File: src/design/mfpf_pkg.sv
// ----------------------------------------------------------------------------
// mfpf_pkg
// Shared widths, types and sequencer states of the most frequent prime
// factor block.
// ----------------------------------------------------------------------------
package mfpf_pkg;

  localparam int VALUE_WIDTH = 31;
  localparam int FIELD_W     = 31;
  localparam int COUNT_W     = 5;
  localparam int STEP_W      = $clog2(VALUE_WIDTH);

  typedef logic [VALUE_WIDTH-1:0] value_t;
  typedef logic [COUNT_W-1:0]     count_t;

  typedef struct packed {
    logic   start;
    value_t dividend;
    value_t divisor;
  } div_req_t;

  typedef struct packed {
    logic   done;
    value_t quotient;
    value_t remainder;
  } div_rsp_t;

  typedef enum logic [1:0] {
    S_IDLE,
    S_START,
    S_WAIT,
    S_FINAL
  } state_t;

endpackage

File: src/design/mfpf_in_if.sv
// ----------------------------------------------------------------------------
// mfpf_in_if
// Input channel: one number to factor per transfer.
// ----------------------------------------------------------------------------
interface mfpf_in_if;

  logic                        valid;
  logic                        ready;
  logic [mfpf_pkg::FIELD_W-1:0] number;

  modport source (output valid, output number, input ready);
  modport sink   (input valid, input number, output ready);

endinterface

File: src/design/mfpf_out_if.sv
// ----------------------------------------------------------------------------
// mfpf_out_if
// Result channel: most frequent prime factor and its multiplicity.
// ----------------------------------------------------------------------------
interface mfpf_out_if;

  logic                         valid;
  logic                         ready;
  logic [mfpf_pkg::FIELD_W-1:0] best_factor;
  logic [mfpf_pkg::COUNT_W-1:0] multiplicity;

  modport source (output valid, output best_factor, output multiplicity, input ready);
  modport sink   (input valid, input best_factor, input multiplicity, output ready);

endinterface

File: src/design/mfpf_divider.sv
// ----------------------------------------------------------------------------
// mfpf_divider
// Restoring divider, one quotient bit per cycle, VALUE_WIDTH quotient bits per
// division. The divisor is never zero in this block.
// ----------------------------------------------------------------------------
module mfpf_divider (
  input  logic               clk,
  input  logic               rst,
  input  mfpf_pkg::div_req_t req,
  output mfpf_pkg::div_rsp_t rsp
);

  localparam logic [mfpf_pkg::STEP_W-1:0] LAST_STEP =
    mfpf_pkg::STEP_W'(mfpf_pkg::VALUE_WIDTH - 1);

  logic                              busy;
  logic                              done;
  logic [mfpf_pkg::STEP_W-1:0]       step;
  logic [mfpf_pkg::VALUE_WIDTH:0]    rem;
  mfpf_pkg::value_t                  quo;
  mfpf_pkg::value_t                  divisor;
  logic [mfpf_pkg::VALUE_WIDTH:0]    rem_shift;
  logic [mfpf_pkg::VALUE_WIDTH:0]    rem_diff;
  logic                              fits;

  always_comb begin
    rem_shift = {rem[mfpf_pkg::VALUE_WIDTH-1:0], quo[mfpf_pkg::VALUE_WIDTH-1]};
    rem_diff  = rem_shift - {1'b0, divisor};
    fits      = rem_shift >= {1'b0, divisor};
  end

  always_ff @(posedge clk) begin
    if (rst) begin
      busy <= 1'b0;
      done <= 1'b0;
      step <= '0;
    end else begin
      done <= 1'b0;
      if (req.start) begin
        busy <= 1'b1;
        step <= '0;
      end else if (busy) begin
        step <= step + 1'b1;
        if (step == LAST_STEP) begin
          busy <= 1'b0;
          done <= 1'b1;
        end
      end
    end
  end

  always_ff @(posedge clk) begin
    if (req.start) begin
      rem     <= '0;
      quo     <= req.dividend;
      divisor <= req.divisor;
    end else if (busy) begin
      rem <= fits ? rem_diff : rem_shift;
      quo <= {quo[mfpf_pkg::VALUE_WIDTH-2:0], fits};
    end
  end

  assign rsp.done      = done;
  assign rsp.quotient  = quo;
  assign rsp.remainder = rem[mfpf_pkg::VALUE_WIDTH-1:0];

endmodule

File: src/design/most_frequent_prime_factor.sv
// ----------------------------------------------------------------------------
// most_frequent_prime_factor
// Trial-division factorization that returns the prime factor of highest
// multiplicity (smallest on a tie) and its count.
//
// Usage:
//   request carries one number per transfer; result returns one item
//   (best_factor, multiplicity) per number. A number below two gives 0, 0.
//   request.ready is high only while the sequencer is idle, so one number is
//   factored at a time.
// Trial steps:
//   Every trial step is one division of the remaining value by the current
//   divisor on the shared restoring divider. A number takes D + F trial steps,
//   with D the divisors tried (up to 46340 for a prime near 2^31) and F the
//   prime factors removed; inputs below two take no trial step.
// Reset:
//   rst clears the sequencer and the result valid; no storage needs clearing.
// Stall:
//   The result sits in an output register until taken. The next number is
//   accepted meanwhile; its result waits in the final step for the register.
// ----------------------------------------------------------------------------
module most_frequent_prime_factor (
  input  logic        clk,
  input  logic        rst,
  mfpf_in_if.sink     request,
  mfpf_out_if.source  result
);

  mfpf_pkg::state_t   state;
  mfpf_pkg::state_t   state_next;
  mfpf_pkg::value_t   rest;
  mfpf_pkg::value_t   divisor;
  mfpf_pkg::value_t   best;
  mfpf_pkg::count_t   count;
  mfpf_pkg::count_t   best_count;
  logic               first;
  logic               out_valid;
  mfpf_pkg::div_req_t div_req;
  mfpf_pkg::div_rsp_t div_rsp;
  logic               exit_loop;
  logic               divides;

  mfpf_divider u_divider (
    .clk (clk),
    .rst (rst),
    .req (div_req),
    .rsp (div_rsp)
  );

  assign exit_loop = first && (divisor > div_rsp.quotient);
  assign divides   = div_rsp.remainder == '0;

  always_comb begin
    state_next = state;
    case (state)
      mfpf_pkg::S_IDLE: begin
        if (request.valid) begin
          if (mfpf_pkg::VALUE_WIDTH'(request.number) >= mfpf_pkg::VALUE_WIDTH'(2)) begin
            state_next = mfpf_pkg::S_START;
          end else begin
            state_next = mfpf_pkg::S_FINAL;
          end
        end
      end
      mfpf_pkg::S_START: state_next = mfpf_pkg::S_WAIT;
      mfpf_pkg::S_WAIT: begin
        if (div_rsp.done) begin
          state_next = exit_loop ? mfpf_pkg::S_FINAL : mfpf_pkg::S_START;
        end
      end
      mfpf_pkg::S_FINAL: begin
        if (!out_valid) begin
          state_next = mfpf_pkg::S_IDLE;
        end
      end
      default: state_next = mfpf_pkg::S_IDLE;
    endcase
  end

  always_comb begin
    request.ready    = state == mfpf_pkg::S_IDLE;
    div_req.start    = state == mfpf_pkg::S_START;
    div_req.dividend = rest;
    div_req.divisor  = divisor;
  end

  always_ff @(posedge clk) begin
    if (rst) begin
      state <= mfpf_pkg::S_IDLE;
    end else begin
      state <= state_next;
    end
  end

  always_ff @(posedge clk) begin
    if (state == mfpf_pkg::S_IDLE && request.valid) begin
      rest       <= mfpf_pkg::VALUE_WIDTH'(request.number);
      divisor    <= mfpf_pkg::VALUE_WIDTH'(2);
      best       <= '0;
      count      <= '0;
      best_count <= '0;
      first      <= 1'b1;
    end else if (state == mfpf_pkg::S_WAIT && div_rsp.done && !exit_loop) begin
      if (divides) begin
        rest  <= div_rsp.quotient;
        count <= count + 1'b1;
        first <= 1'b0;
      end else begin
        if (count > best_count) begin
          best       <= divisor;
          best_count <= count;
        end
        divisor <= divisor + 1'b1;
        count   <= '0;
        first   <= 1'b1;
      end
    end
  end

  always_ff @(posedge clk) begin
    if (rst) begin
      out_valid <= 1'b0;
    end else if (state == mfpf_pkg::S_FINAL && !out_valid) begin
      out_valid <= 1'b1;
    end else if (result.ready) begin
      out_valid <= 1'b0;
    end
  end

  always_ff @(posedge clk) begin
    if (state == mfpf_pkg::S_FINAL && !out_valid) begin
      if (rest > mfpf_pkg::VALUE_WIDTH'(1) && best_count == '0) begin
        result.best_factor  <= mfpf_pkg::FIELD_W'(rest);
        result.multiplicity <= mfpf_pkg::COUNT_W'(1);
      end else begin
        result.best_factor  <= mfpf_pkg::FIELD_W'(best);
        result.multiplicity <= best_count;
      end
    end
  end

  assign result.valid = out_valid;

endmodule
File: src/flat_wrapper.sv
// flat-port wrapper written by rule: the top's interface ports become plain ports
module most_frequent_prime_factor_flat 
  (clk, rst, request_valid, request_number, request_ready, result_valid, result_best_factor, result_multiplicity, result_ready);
  mfpf_in_if request_i ();
  mfpf_out_if result_i ();
  input  logic clk;
  input  logic rst;
  input wire logic [$bits(request_i.valid)-1:0] request_valid;
  input wire logic [$bits(request_i.number)-1:0] request_number;
  output wire logic [$bits(request_i.ready)-1:0] request_ready;
  output wire logic [$bits(result_i.valid)-1:0] result_valid;
  output wire logic [$bits(result_i.best_factor)-1:0] result_best_factor;
  output wire logic [$bits(result_i.multiplicity)-1:0] result_multiplicity;
  input wire logic [$bits(result_i.ready)-1:0] result_ready;
  assign request_i.valid = request_valid;
  assign request_i.number = request_number;
  assign request_ready = request_i.ready;
  assign result_valid = result_i.valid;
  assign result_best_factor = result_i.best_factor;
  assign result_multiplicity = result_i.multiplicity;
  assign result_i.ready = result_ready;
  most_frequent_prime_factor u_core (.clk(clk), .rst(rst), .request(request_i), .result(result_i));
endmodule
File: config.mk
export PLATFORM = sky130hd
export DESIGN_NAME = most_frequent_prime_factor_flat
export DESIGN_NICKNAME = d
export VERILOG_FILES = /design/src/design/mfpf_pkg.sv /design/src/design/mfpf_in_if.sv /design/src/design/mfpf_out_if.sv /design/src/design/mfpf_divider.sv /design/src/design/most_frequent_prime_factor.sv /design/src/flat_wrapper.sv
export SDC_FILE = /design/constraint.sdc
export NUM_CORES = 1
export LEC_CHECK = 0
export ABC_AREA = 1
export BUFFER_PORTS_ARGS = -buffer_cell sky130_fd_sc_hd__buf_2
export CAP_MARGIN = 20
export CORE_ASPECT_RATIO = 0.75
export CORE_MARGIN = 2
export CORE_UTILIZATION = 50
export DETAILED_ROUTE_END_ITERATION = 6
export GPL_TIMING_DRIVEN = 1
export PLACE_DENSITY_LB_ADDON = 0.2
export SYNTH_ARGS = -nofsm -noshare
export SYNTH_HDL_FRONTEND = slang
export SYNTH_SLANG_ARGS = --single-unit
File: constraint.sdc
create_clock -name clk -period 10.4 [get_ports clk]
set_input_delay 1.04 -clock clk [delete_from_list [all_inputs] [get_ports clk]]
set_output_delay 1.04 -clock clk [all_outputs]
set_load 0.005 [all_outputs]
* After elaboration in Yosys (flattened, before gate mapping)
Cells that the tools add are included.
** Storage, ports and cells
- Register bits :: 243
- Output and inout port bits :: 38
- Input bits :: 35
** Cells by class
- Add/subtract/negate cells :: 4
- Order comparisons :: 5
- Reduce and logical (&&, ||, !) cells :: 21
- Bitwise operators :: 2
- Muxes and demuxes :: 21
- Equal/unequal tests :: 7
** Operator list (number)
- 31-bit two-way mux :: 7
- 32-bit by 31-bit >= comparator with 1-bit output :: 1
- 31-bit by 1-bit adder with 31-bit output, second input constant :: 1
- 31-bit by 2-bit >= comparator with 1-bit output, second input constant :: 1
- 31-bit by 1-bit greater-than comparator with 1-bit output, second input constant :: 1
- 31-bit greater-than comparator :: 1
- 31-bit zero test :: 1
- 31-bit subtractor :: 1
- 5-bit by 1-bit adder with 5-bit output, second input constant :: 2
- 2-bit two-way mux :: 5
- 2-bit case mux with 4 select lines :: 1
- 2-bit nonzero test :: 4
- 1-bit two-way mux :: 7
- 1-bit logical AND :: 6
- 2-bit != test, second input constant :: 3
- 3-bit AND reduction :: 2
- 5-bit == test, second input constant :: 1
- 5-bit greater-than comparator :: 1
- 5-bit zero test :: 1
- 5-bit two-way mux :: 1
- 2-bit == test, second input constant :: 2
- 2-bit AND reduction :: 2
- 3-bit OR reduction :: 1
- 2-bit by 1-bit == test with 1-bit output, second input constant :: 1
- 4 further kinds :: 6

* Logic depth before layout (Yosys ltp)
Gate-level depths: netlist of run 1.
- Word-level depth :: 6
- Depth in mapped cells :: 17

* By module
A second synthesis of run 1 with hierarchy kept.
** Unflattened totals
- Cells, all modules :: 1995
- Area total of the unflattened synthesis :: 14540.2 um^2
** Modules (own cells, without submodules)
- most_frequent_prime_factor :: cells each 1019, area an instance 7800.0 um^2, instances 1, seq. area each 3533.4 um^2
- mfpf_divider :: cells each 976, area an instance 6740.2 um^2, instances 1, seq. area each 2622.5 um^2

* Worst setup path before layout of run 1
No wires, ideal clock.
- Path type :: reg2reg
- From :: register u_core.divisor[14]
- To :: register u_core.rest[0], enable pin
- Cell stages (with the launch flop) :: 12
- Data required time :: 9938 ps
- Data arrival time :: 3692 ps
- Path buffers :: 0
- Setup slack :: 6245 ps
- Clock period less this slack :: 4155 ps
- Cell sequence :: dfxtp_1 > ha_1 > nand2_1 > nor2_2 > inv_2 > nor2_4 > inv_2 > nor2_1 > a21boi_1 > nand2_2 > nand2_1 > o21ai_0
** Between the ends
- Cells in the longest elaborated chain, start to end :: 6
** RTL lines
- start, declared :: RTL line most_frequent_prime_factor.sv:32 : mfpf_pkg::value_t divisor;
- start signal, assigned :: RTL line most_frequent_prime_factor.sv:98 : divisor <= mfpf_pkg::VALUE_WIDTH'(2);
- start signal, assigned :: RTL line most_frequent_prime_factor.sv:113 : divisor <= divisor + 1'b1;
- 31-bit greater-than comparator :: RTL line most_frequent_prime_factor.sv:50 : assign exit_loop = first && (divisor > div_rsp.quotient);
- 1-bit logical AND :: RTL line most_frequent_prime_factor.sv:50
- 1-bit zero test :: RTL line most_frequent_prime_factor.sv:103 : end else if (state == mfpf_pkg::S_WAIT && div_rsp.done && !exit_loop) begin
- 1-bit logical AND :: RTL line most_frequent_prime_factor.sv:103
- 2-bit nonzero test (no line)
- 2-bit AND reduction (no line)
- end signal, assigned :: RTL line most_frequent_prime_factor.sv:97 : rest <= mfpf_pkg::VALUE_WIDTH'(request.number);
- end signal, assigned :: RTL line most_frequent_prime_factor.sv:105 : rest <= div_rsp.quotient;
- end, declared :: RTL line most_frequent_prime_factor.sv:31 : mfpf_pkg::value_t rest;
Every way passes these cells.
A chain may end at the register's enable or synchronous reset.

* Worst setup path in the final report of run 1
- From :: register u_core.u_divider.quo[30]
- To :: register u_core.u_divider.rem[13] in the netlist's numbering
** Between the ends
- Cells in the longest elaborated chain, start to end :: 2
** RTL lines
- start, declared :: RTL line mfpf_divider.sv:20 : mfpf_pkg::value_t quo;
- start signal, assigned :: RTL line mfpf_divider.sv:55 : quo <= req.dividend;
- start signal, assigned :: RTL line mfpf_divider.sv:59 : quo <= {quo[mfpf_pkg::VALUE_WIDTH-2:0], fits};
- 31-bit subtractor or 32-bit by 31-bit >= comparator with 1-bit output (tied branches) :: RTL line mfpf_divider.sv:28, mfpf_divider.sv:29
- 31-bit two-way mux * :: RTL line mfpf_divider.sv:58 : rem <= fits ? rem_diff : rem_shift;
- end signal, assigned :: RTL line mfpf_divider.sv:58
- end, declared :: RTL line mfpf_divider.sv:19 : logic [mfpf_pkg::VALUE_WIDTH:0] rem;
Every way passes the cells marked *; elsewhere a longest branch is shown, timed or not.

==> results of run 1 <==
report_power, final:
part           switching [mW]  internal [mW]
Combinational           0.833          0.357
Clock                   0.388          0.506
Sequential             0.0769           1.18
Total                    1.30           2.04
placed cells by master (no fill, tap or decap), types with 2 or more instances in the layout:
cell / instances
nor2_1: 156
nand3_1: 105
clkinv_1: 7
dfxtp_1: 114
ha_1: 71
nand3b_1: 27
a21oi_1: 92
clkbuf_8: 2
clkinv_2: 5
xnor2_1: 14
clkinv_4: 2
bufinv_16: 2
clkbuf_1: 4
nor2_2: 7
a21o_1: 4
nor2_4: 2
nand2_2: 4
nand2_1: 536
nor3_1: 23
nand3_2: 4
nand4_1: 67
clkbuf_16: 25
inv_2: 4
buf_4: 13
o21ai_1: 16
buf_2: 72
inv_1: 280
o21ai_0: 119
edfxtp_1: 129
nor4_1: 11
xor2_1: 21
sequential cells by signal, summed over array words and instances (netlist names):
| register | count |
|---|---|
| u_core.best | 31 |
| u_core.divisor | 31 |
| u_core.rest | 31 |
| u_core.result.best_factor | 31 |
| u_core.u_divider.divisor | 31 |
| u_core.u_divider.quo | 31 |
| u_core.u_divider.rem | 31 |
| u_core.best_count | 5 |
| u_core.count | 5 |
| u_core.result.multiplicity | 5 |
| u_core.u_divider.step | 5 |
| u_core.state | 2 |
| u_core.first | 1 |
| u_core.result.valid | 1 |
| u_core.u_divider.busy | 1 |
| u_core.u_divider.done | 1 |
cells by family (layout without fill, tap and decap cells):
kind of cell / Yosys count / in the layout / share of synthesized area
DFF: 243 / 243 / 0.439
adders and majority gates: 72 / 72 / 0.0648
AOI/OAI and AO/OA: 237 / 237 / 0.0862
and+or+nand+nor: 943 / 943 / 0.289
buffers and inverters: 353 / 417 / 0.0997
xor gates and xnor gates: 35 / 35 / 0.0219
metal layers:
| layer | track usage | share of wire | up-vias |
|---|---|---|---|
| met2 | 0.403 | 0.40 | 417 |
| met3 | 0.0500 | 0.071 | 48 |
| met1 | 0.423 | 0.50 | 5777 |
| met5 | 0 | 0 | - |
| met4 | 0.0658 | 0.023 | 0 |
| li1 | - | - | 6212 |
worst max-delay path: cells and delay by family (launching register included):
kind / cells / cell delay (ns)
AND/OR/NAND/NOR: 10 / 2.11
adder cells (fa/ha/maj): 2 / 0.52
flip-flops: 1 / 0.36
buffers and inverters: 2 / 0.36
AO/OA/AOI/OAI: 1 / 0.10
worst max path at each step:
stage | end | slack (ns) | depth (start not counted) | start
floorplan | u_core.rest[0] | 6.25 | 11 | u_core.divisor[14]
global placement | u_core.rest[30] | 6.81 | 6 | request_valid
detailed placement | u_core.rest[30] | 6.86 | 6 | request_valid
CTS | u_core.u_divider.rem[13] | 6.95 | 15 | u_core.u_divider.quo[30]
global route | u_core.best_count[3] | 6.47 | 14 | u_core.u_divider.quo[30]
finish | u_core.u_divider.rem[13] | 6.82 | 15 | u_core.u_divider.quo[30]
area by class of cell:
cell class / count / area (µm²)
Clock buffer: 31 / 668
Tap cell: 357 / 447
Clock inverter: 15 / 130
Timing Repair Buffer: 85 / 458
Fill cell: 2615 / 12400
Sequential cell: 243 / 6160
Multi-Input combinational cell: 1287 / 6500
Inverter: 286 / 1070
metrics by stage:
| step | power [mW] | std cells |
|---|---|---|
| after global placement | 2.43 | 2258 |
| after floorplan | 2.11 | 1883 |
| final | 3.34 | 2304 |
| after CTS | 3.34 | 2304 |
| after global routing | 3.55 | 2304 |
| after detailed placement | 2.44 | 2258 |
==> run summary, run 1 <==
STA
------------------------------------------------------------------------------
Final Cycle Share                                                        0.344
Slew @ Worst Pin                                                       1.09 ns
Final setup violation count                                                  0
Max transition margin                                                    0.264
Upper clock frequency limit                                          0.279 GHz
Final hold slack                                                      0.466 ns
Final critical path time including I/O delays and setup                3.58 ns
RSZ-0062 raised after global routing                                        no
Hold violation total from the final report                                   0
Total count of max-transition violations in the final report                 0
Worst Clk Skew                                                       0.0102 ns
Final TNS setup                                                           0 ns
Worst Slack Setup Final                                                6.82 ns

FINISH
------------------------------------------------------------------------------
Antenna diode count                                                          0
Area Growth Syn to Fin                                                   10.0%
Final design utilization                                                 0.555
Final net count                                                           2035
Finished Cell Area                                                   15400 µm²
Fraction of final layout cells sized beyond drive strength 1            0.0745

YOSYS
------------------------------------------------------------------------------
Warning count from the yosys run                                             0
Share of the synthesized area in the top cell type                       0.276
Syn_area_per_cell                                                     7.45 µm²
Net count after synthesis                                                 1990
Ys async rst share                                                           0
Dominant register cell in the synthesized netlist                     edfxtp_1
Library cell with the largest summed area after synthesis             edfxtp_1
Top cells by area in the synthesized netlist                      edfxtp_1 (28%), dfxtp_1 (16%), nand2_1 (14%)
Count of flip-flops with a built-in enable after synthesis                 129
Register bit total from synthesis                                          243
Most common cell in the synthesized netlist                            nand2_1
Share of the yosys chip area belonging to registers                      0.439
Summed instance area of the synthesized netlist                      14000 µm²
Most instantiated cells after synthesis                           nand2_1 (537), inv_1 (281), nor2_1 (158), edfxtp_1 (129), o21ai_0 (120)
Number of distinct library cells after synthesis                            34
Synthesized netlist cell count                                            1883

MIN PATH
------------------------------------------------------------------------------
End point of the most critical hold path                          u_core.result.multiplicity[1]
Hold Crit Class                                                        reg2reg
Min-Delay Startpoint                                              u_core.best_count[1]
Cell depth of the worst min-delay path                                       0

ROUTE
------------------------------------------------------------------------------
Length of the first detailed-routing pass in iterations                      6
Count of vias placed by the detailed router                              12500
Total detailed-routing wirelength                                     40000 µm
DRC violation total after the first TritonRoute iteration                 1184
Routed wire length per instance                                        17.3 µm
Post-route antenna net violation count                                       0
DRC violations left                                                          0
Mean number of vias per cell                                              5.41

FLOORPLAN
------------------------------------------------------------------------------
Count of standard-cell rows                                                 53
Die Span X                                                              197 µm
Effective utilization at floorplan                                       0.505
Top-Level Pins                                                              73
Area of the core region                                              27800 µm²
Die outline height                                                      149 µm
Die area                                                             29400 µm²

PLACE
------------------------------------------------------------------------------
Half-perimeter wire length of the detailed placement result           28900 µm
Last weighted congestion value of the routability-driven placer          0.943
Placed cell area                                                     14600 µm²
Pre-CTS setup slack                                                    6.86 ns
Quantity of I/O buffers inserted on ports                                   72

SETUP PATH
------------------------------------------------------------------------------
Slowest cell on crit path                                              nand2_2
Worst R2R Start                                                   u_core.u_divider.quo[30]
CP max stage delay                                                     0.61 ns
Required time reported for the critical path endpoint                 10.84 ns
R2r worst-path depth                                                        15
Reg2reg setup slack                                                    6.82 ns
Largest fanout of any net on the critical path                              32
Endpoint of the most critical register-to-register path           u_core.u_divider.rem[13]
CP Data Arrival Time                                                   4.03 ns
Most used cell, CP                                                     nand2_1
Cell chain of the critical path                                   inv_1 > ha_1 > fa_1 > inv_1 > nand3_1 > nand2_1 > nand2_1 > nand3_2 > nand2_1 > nand3_1 > nand2_2 > nand2_2 > nand2_1 > nand3_1 > o21ai_1
Crit Path Category                                                     reg2reg
Worst setup EP type                                                   register
Launching element type of the critical path                           register

CLOCK TREE
------------------------------------------------------------------------------
Number of clock sinks                                                      243
Clock Pin Slew Worst Setup and Hold Paths                              0.07 ns
Setup Fix Bufs, Post-CTS                                                     0
Count of hold-fix buffers inserted at cts                                    0
Count of H-tree levels built during CTS                                      1
Master cell of the clock root buffer                                 clkbuf_16
Post-cts gate resize count                                                   0
Skew-Pair Late Insertion Delay                                         0.53 ns
CTS buffer count                                                            25
Maximum number of buffers from clock root to sink                            3
Clock tree from TritonCTS                                                built

GRT
------------------------------------------------------------------------------
Global Route Usage Sum                                                   0.277
Initial antenna violation count                                              1
Remaining Overflow, GRT                                                      0
Wire length of the first global-routing pass                          63800 µm
Number of global-route vias before repair                                11700
Largest net degree at the start of global routing                           95

PWR
------------------------------------------------------------------------------
Power density over the cells                                        216 nW/µm²
Maximum vdd ir drop                                                 0.000125 V
Static leakage                                                         7.24 nW

OUTCOME
------------------------------------------------------------------------------
Result of the run                                                 finished clean

FLOW RUN
------------------------------------------------------------------------------
Max capacitance violation total                                              0

Power figures use the tool's default switching activity.
==> run 2: changes to the inputs <==
- clock period: 10.4 -> 3.66 ns (I/O delays scaled with it)
==> run 2 against run 1 <==
Against the previous run: first-iteration DRC count increased by 14%; critical path depth decreased by 2; cell area is 2.2% higher; register-to-register slack worse by 6.0 ns; sequential share of layout area fell by 0.85 points; worst setup slack got worse by 6.0 ns; die area stayed put; global-route usage is 0.36 points lower; power grew to 2.9 times the previous value; largest power group unchanged; highest routed layer unchanged.
==> run summary, run 2 (same netlist as run 1, synthesis figures left out) <==
OUTCOME
------------------------------------------------------------------------------
Result of the run                                                 finished clean   unchanged

CLOCK TREE
------------------------------------------------------------------------------
Number of clock sinks                                                      243   unchanged
Skew-Pair Late Insertion Delay                                         0.53 ns   about the same
Post-cts gate resize count                                                   0   unchanged
Master cell of the clock root buffer                                 clkbuf_16   unchanged
Count of H-tree levels built during CTS                                      1   unchanged
Clock Pin Slew Worst Setup and Hold Paths                              0.06 ns   was 0.07 ns
CTS buffer count                                                            26   was 25
Setup Fix Bufs, Post-CTS                                                     0   unchanged
Count of hold-fix buffers inserted at cts                                    0   unchanged
Maximum number of buffers from clock root to sink                            3   unchanged
Clock tree from TritonCTS                                                built   unchanged

SETUP PATH
------------------------------------------------------------------------------
Launching element type of the critical path                           register   unchanged
Cell chain of the critical path                                   inv_1 > ha_1 > nand2_1 > nor2_2 > inv_2 > nor2_4 > inv_2 > nor2_1 > a21boi_1 > nand2_2 > nand2_1 > o21ai_2 > buf_12   was inv_1 > ha_1 > fa_1 > inv_1 > nand3_1 > nand2_1 > nand2_1 > nand3_2 > nand2_1 > nand3_1 > nand2_2 > nand2_2 > nand2_1 > nand3_1 > o21ai_1
Crit Path Category                                                     reg2reg   unchanged
R2r worst-path depth                                                        13   was 15
Largest fanout of any net on the critical path                              31   was 32
CP Data Arrival Time                                                   3.00 ns   was 4.03 ns
Slowest cell on crit path                                             edfxtp_1   was nand2_2
CP max stage delay                                                     0.32 ns   was 0.61 ns
Required time reported for the critical path endpoint                  3.87 ns   was 10.84 ns
Worst setup EP type                                                   register   unchanged

FLOORPLAN
------------------------------------------------------------------------------
Die area                                                             29400 µm²   unchanged
Die outline height                                                      149 µm   unchanged
Count of standard-cell rows                                                 53   unchanged
Top-Level Pins                                                              73   unchanged
Effective utilization at floorplan                                       0.505   unchanged
Die Span X                                                              197 µm   unchanged
Area of the core region                                              27800 µm²   unchanged

FLOW RUN
------------------------------------------------------------------------------
Max capacitance violation total                                              0   unchanged

GRT
------------------------------------------------------------------------------
Global Route Usage Sum                                                   0.273   was 0.277
Number of global-route vias before repair                                11600   was 11700
Wire length of the first global-routing pass                          63200 µm   was 63800 µm
Initial antenna violation count                                              0   was 1
Remaining Overflow, GRT                                                      0   unchanged
Largest net degree at the start of global routing                           68   was 95

ROUTE
------------------------------------------------------------------------------
Count of vias placed by the detailed router                              12600   was 12500
Routed wire length per instance                                        17.0 µm   was 17.3 µm
Length of the first detailed-routing pass in iterations                      5   was 6
Total detailed-routing wirelength                                     39700 µm   was 40000 µm
DRC violations left                                                          0   unchanged
Mean number of vias per cell                                              5.43   was 5.41
DRC violation total after the first TritonRoute iteration                 1353   was 1184
Post-route antenna net violation count                                       0   unchanged

STA
------------------------------------------------------------------------------
Hold violation total from the final report                                   0   unchanged
Final setup violation count                                                  0   unchanged
Final TNS setup                                                           0 ns   unchanged
Final critical path time including I/O delays and setup                2.79 ns   was 3.58 ns
Slew @ Worst Pin                                                      0.798 ns   was 1.09 ns
Worst Clk Skew                                                      0.00936 ns   was 0.0102 ns
Total count of max-transition violations in the final report                 0   unchanged
Max transition margin                                                    0.467   was 0.264
RSZ-0062 raised after global routing                                        no   unchanged
Final Cycle Share                                                        0.762   was 0.344
Upper clock frequency limit                                          0.358 GHz   was 0.279 GHz

PWR
------------------------------------------------------------------------------
Maximum vdd ir drop                                                 0.000385 V   was 0.000125 V
Power density over the cells                                        618 nW/µm²   was 216 nW/µm²
Static leakage                                                         7.42 nW   was 7.24 nW

MIN PATH
------------------------------------------------------------------------------
Hold Crit Class                                                         in2reg   was reg2reg
Cell depth of the worst min-delay path                                       2   was 0

PLACE
------------------------------------------------------------------------------
Half-perimeter wire length of the detailed placement result           28700 µm   was 28900 µm
Last weighted congestion value of the routability-driven placer           1.00   was 0.943
Placed cell count                                                         2282   was 2258
Quantity of I/O buffers inserted on ports                                   72   unchanged

FINISH
------------------------------------------------------------------------------
Fraction of final layout cells sized beyond drive strength 1            0.0877   was 0.0745
Non-filler cells in the finished layout                                   2330   was 2304
Final net count                                                           2060   was 2035
Most common cell after layout, fill and taps aside                     nand2_1   unchanged
Antenna diode count                                                          0   unchanged
Area Growth Syn to Fin                                                   12.4%   was 10.0%
Commonest cells after routing, fill and taps aside                nand2_1 (536), inv_1 (280), nor2_1 (156), edfxtp_1 (129), o21ai_0 (119)   unchanged

[run 2: layer usage]
layer,wire length [µm],GRT usage,share of wire,vias to the layer above
met5,0,0,0,-
met4,737,0.0508,0.019,0
met3,3440,0.0443,0.087,54
li1,-,-,-,6275
met1,19200,0.422,0.48,5832
met2,16300,0.403,0.41,482
[run 2: path summary, 6_finish.rpt]
kind	slack, ns	to	start
worst min register to register	0.45	u_core.u_divider.step[3]	u_core.u_divider.step[3]
worst max register to register	0.87	u_core.rest[9]	u_core.u_divider.quo[14]
worst max-delay path	0.87	u_core.rest[9]	u_core.u_divider.quo[14]
worst min-delay path	0.11	u_core.result.valid	rst
[run 2: layout make-up]
| cell class | count | area [µm²] |
|---|---|---|
| Clock inverter | 11 | 138 |
| Tap cell | 357 | 447 |
| Clock buffer | 37 | 753 |
| Timing Repair Buffer | 109 | 701 |
| Multi-Input combinational cell | 1287 | 6500 |
| Fill cell | 2589 | 12000 |
| Inverter | 286 | 1070 |
| Sequential cell | 243 | 6160 |
[run 2: per-stage QoR]
step | power [mW] | hold WS (ns) | util | setup slack (ns) | area (µm²)
5_1_grt | 10.3 | 0.106 | 0.567 | 0.607 | 15800
4_1_cts | 9.72 | 0.0835 | 0.567 | 0.888 | 15800
6_report | 9.74 | 0.108 | 0.567 | 0.869 | 15800
2_1_floorplan | 5.99 | 0.422 | - | 0.165 | 14000
3_3_place_gp | 6.91 | 0.436 | 0.535 | 0.910 | 14900
3_5_place_dp | 6.96 | 0.442 | 0.535 | 0.927 | 14900
[run 2: worst max-delay path: cells and delay by family, from the launching register on]
kind | cells | cell delay [ns]
AOI/OAI and AO/OA | 2 | 0.40
adders and majority gates | 1 | 0.29
buffers and inverters | 4 | 0.41
and+or+nand+nor | 6 | 1.01
DFF | 1 | 0.32
[run 2: report_power, final]
| part | switching, mW | internal [mW] | total, mW |
|---|---|---|---|
| combinational | 2.39 | 1.05 | 3.44 |
| clock | 1.10 | 1.64 | 2.74 |
| sequential | 0.209 | 3.34 | 3.55 |
